### src/design/websocket_frame_deframer_top_macros.svh
// Assertion macros shared by the deframer RTL.
// Expects a clock named clk and an active-high reset named rst in scope.
`ifndef WEBSOCKET_FRAME_DEFRAMER_TOP_MACROS_SVH
`define WEBSOCKET_FRAME_DEFRAMER_TOP_MACROS_SVH

// Same-cycle implication.
`define WSD_ASSERT_IMPL(label, ante, cons) \
  label: assert property (@(posedge clk) disable iff (rst) (ante) |-> (cons)) \
    else $error("assertion failed: same-cycle implication");

// Next-cycle implication.
`define WSD_ASSERT_NEXT(label, ante, cons) \
  label: assert property (@(posedge clk) disable iff (rst) (ante) |=> (cons)) \
    else $error("assertion failed: next-cycle implication");

`endif

### src/design/wsd_pkg.sv
// Shared types and constants for the websocket frame deframer.
// No dependencies; used by wsd_parser and websocket_frame_deframer_top.
`default_nettype none

package wsd_pkg;

  typedef enum logic [2:0] {
    PH_HDR0  = 3'd0,
    PH_HDR1  = 3'd1,
    PH_EXT16 = 3'd2,
    PH_EXT64 = 3'd3,
    PH_KEY   = 3'd4,
    PH_DATA  = 3'd5
  } phase_t;

  localparam logic [6:0] LEN7_EXT16  = 7'd126;
  localparam logic [6:0] LEN7_EXT64  = 7'd127;
  localparam logic [2:0] EXT16_BYTES = 3'd2;
  localparam logic [2:0] KEY_BYTES   = 3'd4;
  localparam logic [2:0] EXT64_LAST  = 3'd7;

  typedef struct packed {
    logic       fin;
    logic [3:0] opcode;
    logic       last;
    logic       valid;
    logic [7:0] data;
  } result_t;

endpackage

`default_nettype wire

### src/design/websocket_frame_deframer_top.sv
// Websocket frame deframer top level: input register, parser, result register.
// Depends on wsd_pkg, wsd_parser and websocket_frame_deframer_top_macros.svh.
//
// Usage:
//   The slave channel takes the raw frame stream, one byte per transaction
//   on s_tdata. Frames follow each other with no gap: header, extended
//   length, masking key, payload.
//   The master channel gives one transaction per payload byte, unmasked,
//   with m_tlast on the last byte of the frame. A frame with an empty
//   payload gives a single marker transaction (m_tuser[0] low, m_tlast high,
//   data byte zero) on the byte that completes its header.
//   Header bytes otherwise give no transaction.
//   A payload byte goes from the input register through the parser into
//   the result register, from which it is presented on the master channel.
//   Throughput: one byte per cycle while the receiver takes results, set by
//   the parser update between the input register and the result register.
//   Reset (rst, synchronous) empties both registers and returns the parser
//   to the first header byte.
//   When the receiver stalls, the result register holds; the input register
//   takes one more byte and then s_tready drops until the result is taken.
`default_nettype none

module websocket_frame_deframer_top #(
  parameter int LENGTH_BITS = 64
) (
  input  logic        clk,
  input  logic        rst,
  input  logic        s_tvalid,
  output logic        s_tready,
  input  logic [7:0]  s_tdata,   // [7:0] data_byte
  output logic        m_tvalid,
  input  logic        m_tready,
  output logic [15:0] m_tdata,   // [7:0] payload_byte, [11:8] frame_opcode, [15:12] zero
  output logic        m_tlast,   // last_of_frame
  output logic [1:0]  m_tuser    // [0] payload_valid, [1] final_fragment
);

  `include "websocket_frame_deframer_top_macros.svh"

  logic             in_valid;
  logic [7:0]       in_byte;
  logic             advance;
  logic             has_result;
  wsd_pkg::result_t result;
  wsd_pkg::result_t out_reg;

  assign advance  = in_valid && (!m_tvalid || m_tready);
  assign s_tready = !in_valid || advance;

  always_ff @(posedge clk) begin
    if (rst) begin
      in_valid <= 1'b0;
    end else if (s_tready) begin
      in_valid <= s_tvalid;
    end
  end

  always_ff @(posedge clk) begin
    if (s_tready && s_tvalid) begin
      in_byte <= s_tdata;
    end
  end

  wsd_parser #(
    .LENGTH_BITS (LENGTH_BITS)
  ) u_parser (
    .clk        (clk),
    .rst        (rst),
    .en         (advance),
    .data_byte  (in_byte),
    .has_result (has_result),
    .result     (result)
  );

  always_ff @(posedge clk) begin
    if (rst) begin
      m_tvalid <= 1'b0;
    end else if (advance) begin
      m_tvalid <= has_result;
    end else if (m_tready) begin
      m_tvalid <= 1'b0;
    end
  end

  always_ff @(posedge clk) begin
    if (advance && has_result) begin
      out_reg <= result;
    end
  end

  assign m_tdata = {4'b0000, out_reg.opcode, out_reg.data};
  assign m_tlast = out_reg.last;
  assign m_tuser = {out_reg.fin, out_reg.valid};

  `WSD_ASSERT_IMPL(a_marker_shape, m_tvalid && !m_tuser[0], m_tlast && m_tdata[7:0] == 8'd0)
  `WSD_ASSERT_NEXT(a_input_hold, in_valid && !advance, in_valid && $stable(in_byte))
  `WSD_ASSERT_NEXT(a_out_hold, m_tvalid && !m_tready, m_tvalid && $stable(out_reg))

endmodule

`default_nettype wire

### src/design/wsd_parser.sv
// Frame header parser and payload unmasker: one byte per enable.
// Depends on wsd_pkg.
`default_nettype none

module wsd_parser #(
  parameter int LENGTH_BITS = 64
) (
  input  logic             clk,
  input  logic             rst,
  input  logic             en,
  input  logic [7:0]       data_byte,
  output logic             has_result,
  output wsd_pkg::result_t result
);

  wsd_pkg::phase_t         phase, phase_next;
  logic [2:0]              hdr_count, hdr_count_next;
  logic [LENGTH_BITS-1:0]  remaining, remaining_next;
  logic [31:0]             key, key_next;
  logic                    masked, masked_next;
  logic                    fin, fin_next;
  logic [3:0]              opcode, opcode_next;
  logic [1:0]              key_index, key_index_next;

  logic [6:0]              len7;
  logic [LENGTH_BITS-1:0]  shifted;
  logic [LENGTH_BITS-1:0]  rem_dec;
  logic [7:0]              key_byte;

  assign len7     = data_byte[6:0];
  assign shifted  = {remaining[LENGTH_BITS-9:0], data_byte};
  assign rem_dec  = remaining - LENGTH_BITS'(1);

  always_comb begin
    unique case (key_index)
      2'd0:    key_byte = key[31:24];
      2'd1:    key_byte = key[23:16];
      2'd2:    key_byte = key[15:8];
      default: key_byte = key[7:0];
    endcase
  end

  // Next state and header registers.
  always_comb begin
    phase_next     = phase;
    hdr_count_next = hdr_count;
    remaining_next = remaining;
    key_next       = key;
    masked_next    = masked;
    fin_next       = fin;
    opcode_next    = opcode;
    key_index_next = key_index;
    unique case (phase)
      wsd_pkg::PH_HDR1: begin
        masked_next    = data_byte[7];
        key_next       = '0;
        hdr_count_next = '0;
        remaining_next = LENGTH_BITS'(len7);
        key_index_next = '0;
        if (len7 == wsd_pkg::LEN7_EXT16) begin
          phase_next     = wsd_pkg::PH_EXT16;
          remaining_next = '0;
        end else if (len7 == wsd_pkg::LEN7_EXT64) begin
          phase_next     = wsd_pkg::PH_EXT64;
          remaining_next = '0;
        end else if (data_byte[7]) begin
          phase_next = wsd_pkg::PH_KEY;
        end else if (len7 == 7'd0) begin
          phase_next = wsd_pkg::PH_HDR0;
        end else begin
          phase_next = wsd_pkg::PH_DATA;
        end
      end
      wsd_pkg::PH_EXT16, wsd_pkg::PH_EXT64: begin
        remaining_next = shifted;
        hdr_count_next = hdr_count + 3'd1;
        if ((phase == wsd_pkg::PH_EXT16 && hdr_count + 3'd1 == wsd_pkg::EXT16_BYTES) ||
            (phase == wsd_pkg::PH_EXT64 && hdr_count == wsd_pkg::EXT64_LAST)) begin
          hdr_count_next = '0;
          key_index_next = '0;
          if (masked) begin
            phase_next = wsd_pkg::PH_KEY;
          end else if (shifted == '0) begin
            phase_next = wsd_pkg::PH_HDR0;
          end else begin
            phase_next = wsd_pkg::PH_DATA;
          end
        end
      end
      wsd_pkg::PH_KEY: begin
        key_next       = {key[23:0], data_byte};
        hdr_count_next = hdr_count + 3'd1;
        if (hdr_count + 3'd1 == wsd_pkg::KEY_BYTES) begin
          hdr_count_next = '0;
          key_index_next = '0;
          phase_next     = (remaining == '0) ? wsd_pkg::PH_HDR0 : wsd_pkg::PH_DATA;
        end
      end
      wsd_pkg::PH_DATA: begin
        key_index_next = key_index + 2'd1;
        remaining_next = rem_dec;
        if (rem_dec == '0) begin
          phase_next = wsd_pkg::PH_HDR0;
        end
      end
      default: begin
        fin_next    = data_byte[7];
        opcode_next = data_byte[3:0];
        phase_next  = wsd_pkg::PH_HDR1;
      end
    endcase
  end

  // Result for the current byte.
  always_comb begin
    has_result    = 1'b0;
    result.fin    = fin;
    result.opcode = opcode;
    result.last   = 1'b1;
    result.valid  = 1'b0;
    result.data   = '0;
    unique case (phase)
      wsd_pkg::PH_HDR1: begin
        has_result = !data_byte[7] && len7 == 7'd0;
      end
      wsd_pkg::PH_EXT16, wsd_pkg::PH_EXT64: begin
        has_result = !masked && shifted == '0 &&
          ((phase == wsd_pkg::PH_EXT16 && hdr_count + 3'd1 == wsd_pkg::EXT16_BYTES) ||
           (phase == wsd_pkg::PH_EXT64 && hdr_count == wsd_pkg::EXT64_LAST));
      end
      wsd_pkg::PH_KEY: begin
        has_result = hdr_count + 3'd1 == wsd_pkg::KEY_BYTES && remaining == '0;
      end
      wsd_pkg::PH_DATA: begin
        has_result   = 1'b1;
        result.valid = 1'b1;
        result.last  = rem_dec == '0;
        result.data  = masked ? (data_byte ^ key_byte) : data_byte;
      end
      default: begin
        has_result = 1'b0;
      end
    endcase
  end

  always_ff @(posedge clk) begin
    if (rst) begin
      phase     <= wsd_pkg::PH_HDR0;
      hdr_count <= '0;
      remaining <= '0;
      key       <= '0;
      masked    <= 1'b0;
      fin       <= 1'b0;
      opcode    <= '0;
      key_index <= '0;
    end else if (en) begin
      phase     <= phase_next;
      hdr_count <= hdr_count_next;
      remaining <= remaining_next;
      key       <= key_next;
      masked    <= masked_next;
      fin       <= fin_next;
      opcode    <= opcode_next;
      key_index <= key_index_next;
    end
  end

endmodule

`default_nettype wire

### config.mk
export PLATFORM = sky130hd
export DESIGN_NAME = websocket_frame_deframer_top
export DESIGN_NICKNAME = d
export VERILOG_FILES = /design/src/design/wsd_pkg.sv /design/src/design/websocket_frame_deframer_top.sv /design/src/design/wsd_parser.sv
export VERILOG_INCLUDE_DIRS = /design/src /design/src/design
export SDC_FILE = /design/constraint.sdc
export NUM_CORES = 1
export LEC_CHECK = 0
export ABC_AREA = 1
export BUFFER_PORTS_ARGS = -buffer_cell sky130_fd_sc_hd__buf_2
export CORE_UTILIZATION = 35
export DETAILED_ROUTE_END_ITERATION = 10
export PLACE_DENSITY_LB_ADDON = 0.3
export SETUP_SLACK_MARGIN = 0.5
export SKIP_LAST_GASP = 1
export SLEW_MARGIN = 20
export SYNTH_ARGS = -nofsm -noshare
export SYNTH_HDL_FRONTEND = slang
export SYNTH_HIERARCHICAL = 1
export SYNTH_SLANG_ARGS = --single-unit
export TNS_END_PERCENT = 10
### constraint.sdc
create_clock -name clk -period 3.94 [get_ports clk]
set_input_delay 0.197 -clock clk [delete_from_list [all_inputs] [get_ports clk]]
set_output_delay 0.197 -clock clk [all_outputs]
set_load 0.01 [all_outputs]
==> impl_results.md <==
- Status: finished clean
- Total grt overflow: 0
- Power density over cell area: 457 nW/um^2
- Largest net degree at the start of global routing: 59
- Share of layout cells above drive strength 1: a little under a tenth
- Final core occ: 40.8%
- Internal: ~2.7 mW
- Final WL: roughly 25000 um
- Chip height: between 150 and 200 um
- Synthesis-stage register bit count: 135
- I/O Buffers: 28
- Reg area: between 2000 and 3000 um^2
- Fmax: 337 MHz
- Switch share: 37.9%
- Post-DP HPWL: around 18000 um
- Max-Cap Viols: 0
- RSZ-0062 raised after global routing: false
- CTS tree: built
- Clock-pin slew on the worst setup and hold paths: about 0.070 ns
- Hold Crit Class: primary input to flip-flop
- DR vias/cell: roughly 5.2
- Pre-Repair DR Iteration Count: 7
- WS Path Type: flip-flop to flip-flop
- Largest area contributor in the netlist: dfxtp_1
- Worst Setup Start Kind: flip-flop
- Post-CTS setup buffer count: 0
- Clock latency on the worst-skew pair: 0.43 ns
- R2r startpoint: u_parser/remaining[0]
- Die width: around 160 um
- Synth area leaders: dfxtp_1 (26%), nand2_1 (19%), edfxtp_1 (8.1%)
- Initial antenna violation count: 0
- Final Cycle Share: roughly 75%
- Max-slew violation count: 0
- Post-synthesis sequential area ratio: 34.5%
- Clock power share: a little under two fifths
- Min Clock Period, post-route: between 2 and 3 ns
- Combinational fraction of design power: 27.6%
- Yosys top cell area share: about a quarter
- Area of the multi-input gates: about 4900 um^2
- Area of the die: 24900 um^2
- Mapped cell area: ~8500 um^2
- Setup violators final: 0
- Antenna cells: 0
- Pleak: a little over 4 nW
- Total power: around 4.4 mW
- CP endpoint kind: flip-flop
- Worst EP arrival: between 3 and 4 ns
- Syn_area_per_cell: ~6.4 um^2
- Min-delay src: s_tvalid
- Starting Density: 36.0%
- Root Buffer: clkbuf_16
- Flop pwr share: between 30% and 40%
- Post-CTS Hold Fix Bufs: 8
- Number of core rows: 56
- Worst Max-Slew Pin Slew: slightly below 0.9 ns
- Area delta synth->final: 13.4%
- Clock buffer depth: 2
- Global-route wire length before repair: 41600 um
- # IOs: 33
- Yosys warns: 6
- Total negative slack: 0 ns
- Critical Path RT: 4.06 ns
- Core ar.: about 24000 um^2
- CTS H-tree lvls: 4
- Distinct cells, synth: 41
- Final Skew: roughly 0.014 ns
- Post-route ant nets: 0
- Post-Syn Instances: ~1300
- Layout net count: approximately 1400
- Vias: around 8700
- DR WL/cell: about 15 um
- GRT Util Overall: about a fifth
- Relative slew slack: a little over two fifths
- DRC violations left: 0
- Crit-path max FO: 15
- Vias in the first global route: a little over 8000
- Sw power: approximately 1.7 mW
- Drt initial violations: 720
- Num CTS Buffers: 17
- CTS resizes: 0
- VDD IR max: between 200 and 300 uV
- Clock Sink Count: 135
- Gp weighted congestion: approximately 0.9
- Endpoints failing hold: 0
- Worst Setup SP: u_parser/remaining[0]
- Fill cell count: about 2500
cells in the mapped netlist, drive strengths merged:
master and count:
o21bai 3, a31oi 61, clkbuf 44, o21a 1, xnor2 6, nand3b 11
buf 11, nor3 21, ha 13, and2 6, nor4 13, a21oi 51
a221oi 8, or2 11, o21ai 91, nand4 10, edfxtp 23, o41ai 1
clkinv 2, a211oi 6, nand2 437, o2111ai 1, xor2 9, conb 1
inv 116, nor2 203, o211ai 4, dfxtp 112, nand3 50, o311ai 1
placed cells by master (no fill, tap or decap), types with 12 or more instances in the layout:
cell / netlist / layout
dfxtp_1: 112 / 112
nand3_1: 47 / 47
buf_2: 0 / 28
a21oi_1: 50 / 49
edfxtp_1: 23 / 23
ha_1: 13 / 12
nand2_1: 426 / 426
nor3_1: 21 / 20
a31oi_1: 61 / 61
clkbuf_16: 0 / 19
nor4_1: 13 / 13
nor2_1: 183 / 180
o21ai_0: 84 / 84
inv_1: 114 / 113
layer usage:
| metal | vias up | share of wire [%] | track usage [%] |
|---|---|---|---|
| li1 | 4386 | - | - |
| met1 | 4041 | 48 | 28.4 |
| met2 | 271 | 46 | 35.2 |
| met3 | 25 | 4.9 | 3.20 |
| met4 | 0 | 1.4 | 5.78 |
| met5 | - | 0 | 0 |
registers in the layout, summed over array words and instances, names as in the netlist:
register            flops
u_parser/hdr_count      3
u_parser/fin            1
m_tvalid                1
in_byte                 8
in_valid                1
u_parser/key_index      2
u_parser/opcode         4
m_tlast                 1
u_parser/phase          3
u_parser/masked         1
m_tdata                12
m_tuser                 2
u_parser/remaining     64
u_parser/key           32
worst max-delay path, stage by stage, from the launching register on:
cell and delay, ns:
dfxtp_1 0.35, inv_1 0.12, ha_1 0.26, nand2_4 0.12, nor2_8 0.18, nand3_1 0.17, nor4_1 0.37, nand2_1 0.16
o41ai_1 0.25, o21ai_0 0.14, inv_1 0.08, inv_1 0.05, nor3_2 0.15, buf_4 0.25
cells by family (layout without fill, tap and decap cells):
logic type,count (synthesis),after routing,synth area share (%)
buffers and inverters,173,197,7.86
AND/OR/NAND/NOR,762,762,38.8
XOR/XNOR,15,15,1.55
AO/OA/AOI/OAI,228,228,15.3
other,1,4,0.0441
adder cells (fa/ha/maj),13,13,1.91
flip-flops,135,135,34.5
cell type report:
type | instances | area share, %
clock inverter | 13 | 1.40
inverter | 118 | 4.60
sequential | 135 | 30.4
multi-input combinational | 1022 | 51.2
clock buffer | 19 | 4.93
timing repair buffer | 47 | 3.27
tap | 319 | 4.14
worst paths after layout:
check,end,slack [ns],cells after the start
setup / recovery,m_tdata[10],0.98,13
hold / removal,in_valid,0.02,3
setup reg to reg,m_tdata[10],0.98,13
hold reg to reg,m_tdata[10],0.43,0
through the flow:
| stage | hold WS (ns) | cell area, um^2 | setup slack, ns | instances |
|---|---|---|---|---|
| floorplan | 0.266 | 8510 | 0.708 | 1330 |
| global placement | 0.373 | 8950 | 1.18 | 1633 |
| detailed placement | 0.376 | 8950 | 1.07 | 1633 |
| CTS | 0.0178 | 9640 | 1.02 | 1673 |
| global route | 0.0382 | 9640 | 0.774 | 1673 |
| finish | 0.0228 | 9640 | 0.975 | 1673 |
power by group through the flow:
| stage | clock (mW) | combinational [mW] | sequential (mW) |
|---|---|---|---|
| floorplan | 0 | 0.898 | 1.52 |
| global placement | 0 | 1.18 | 1.55 |
| detailed placement | 0 | 1.19 | 1.55 |
| CTS | 1.69 | 1.20 | 1.51 |
| global route | 1.76 | 1.36 | 1.52 |
| finish | 1.67 | 1.22 | 1.52 |
No activity file was read; power rests on OpenSTA's default activity.
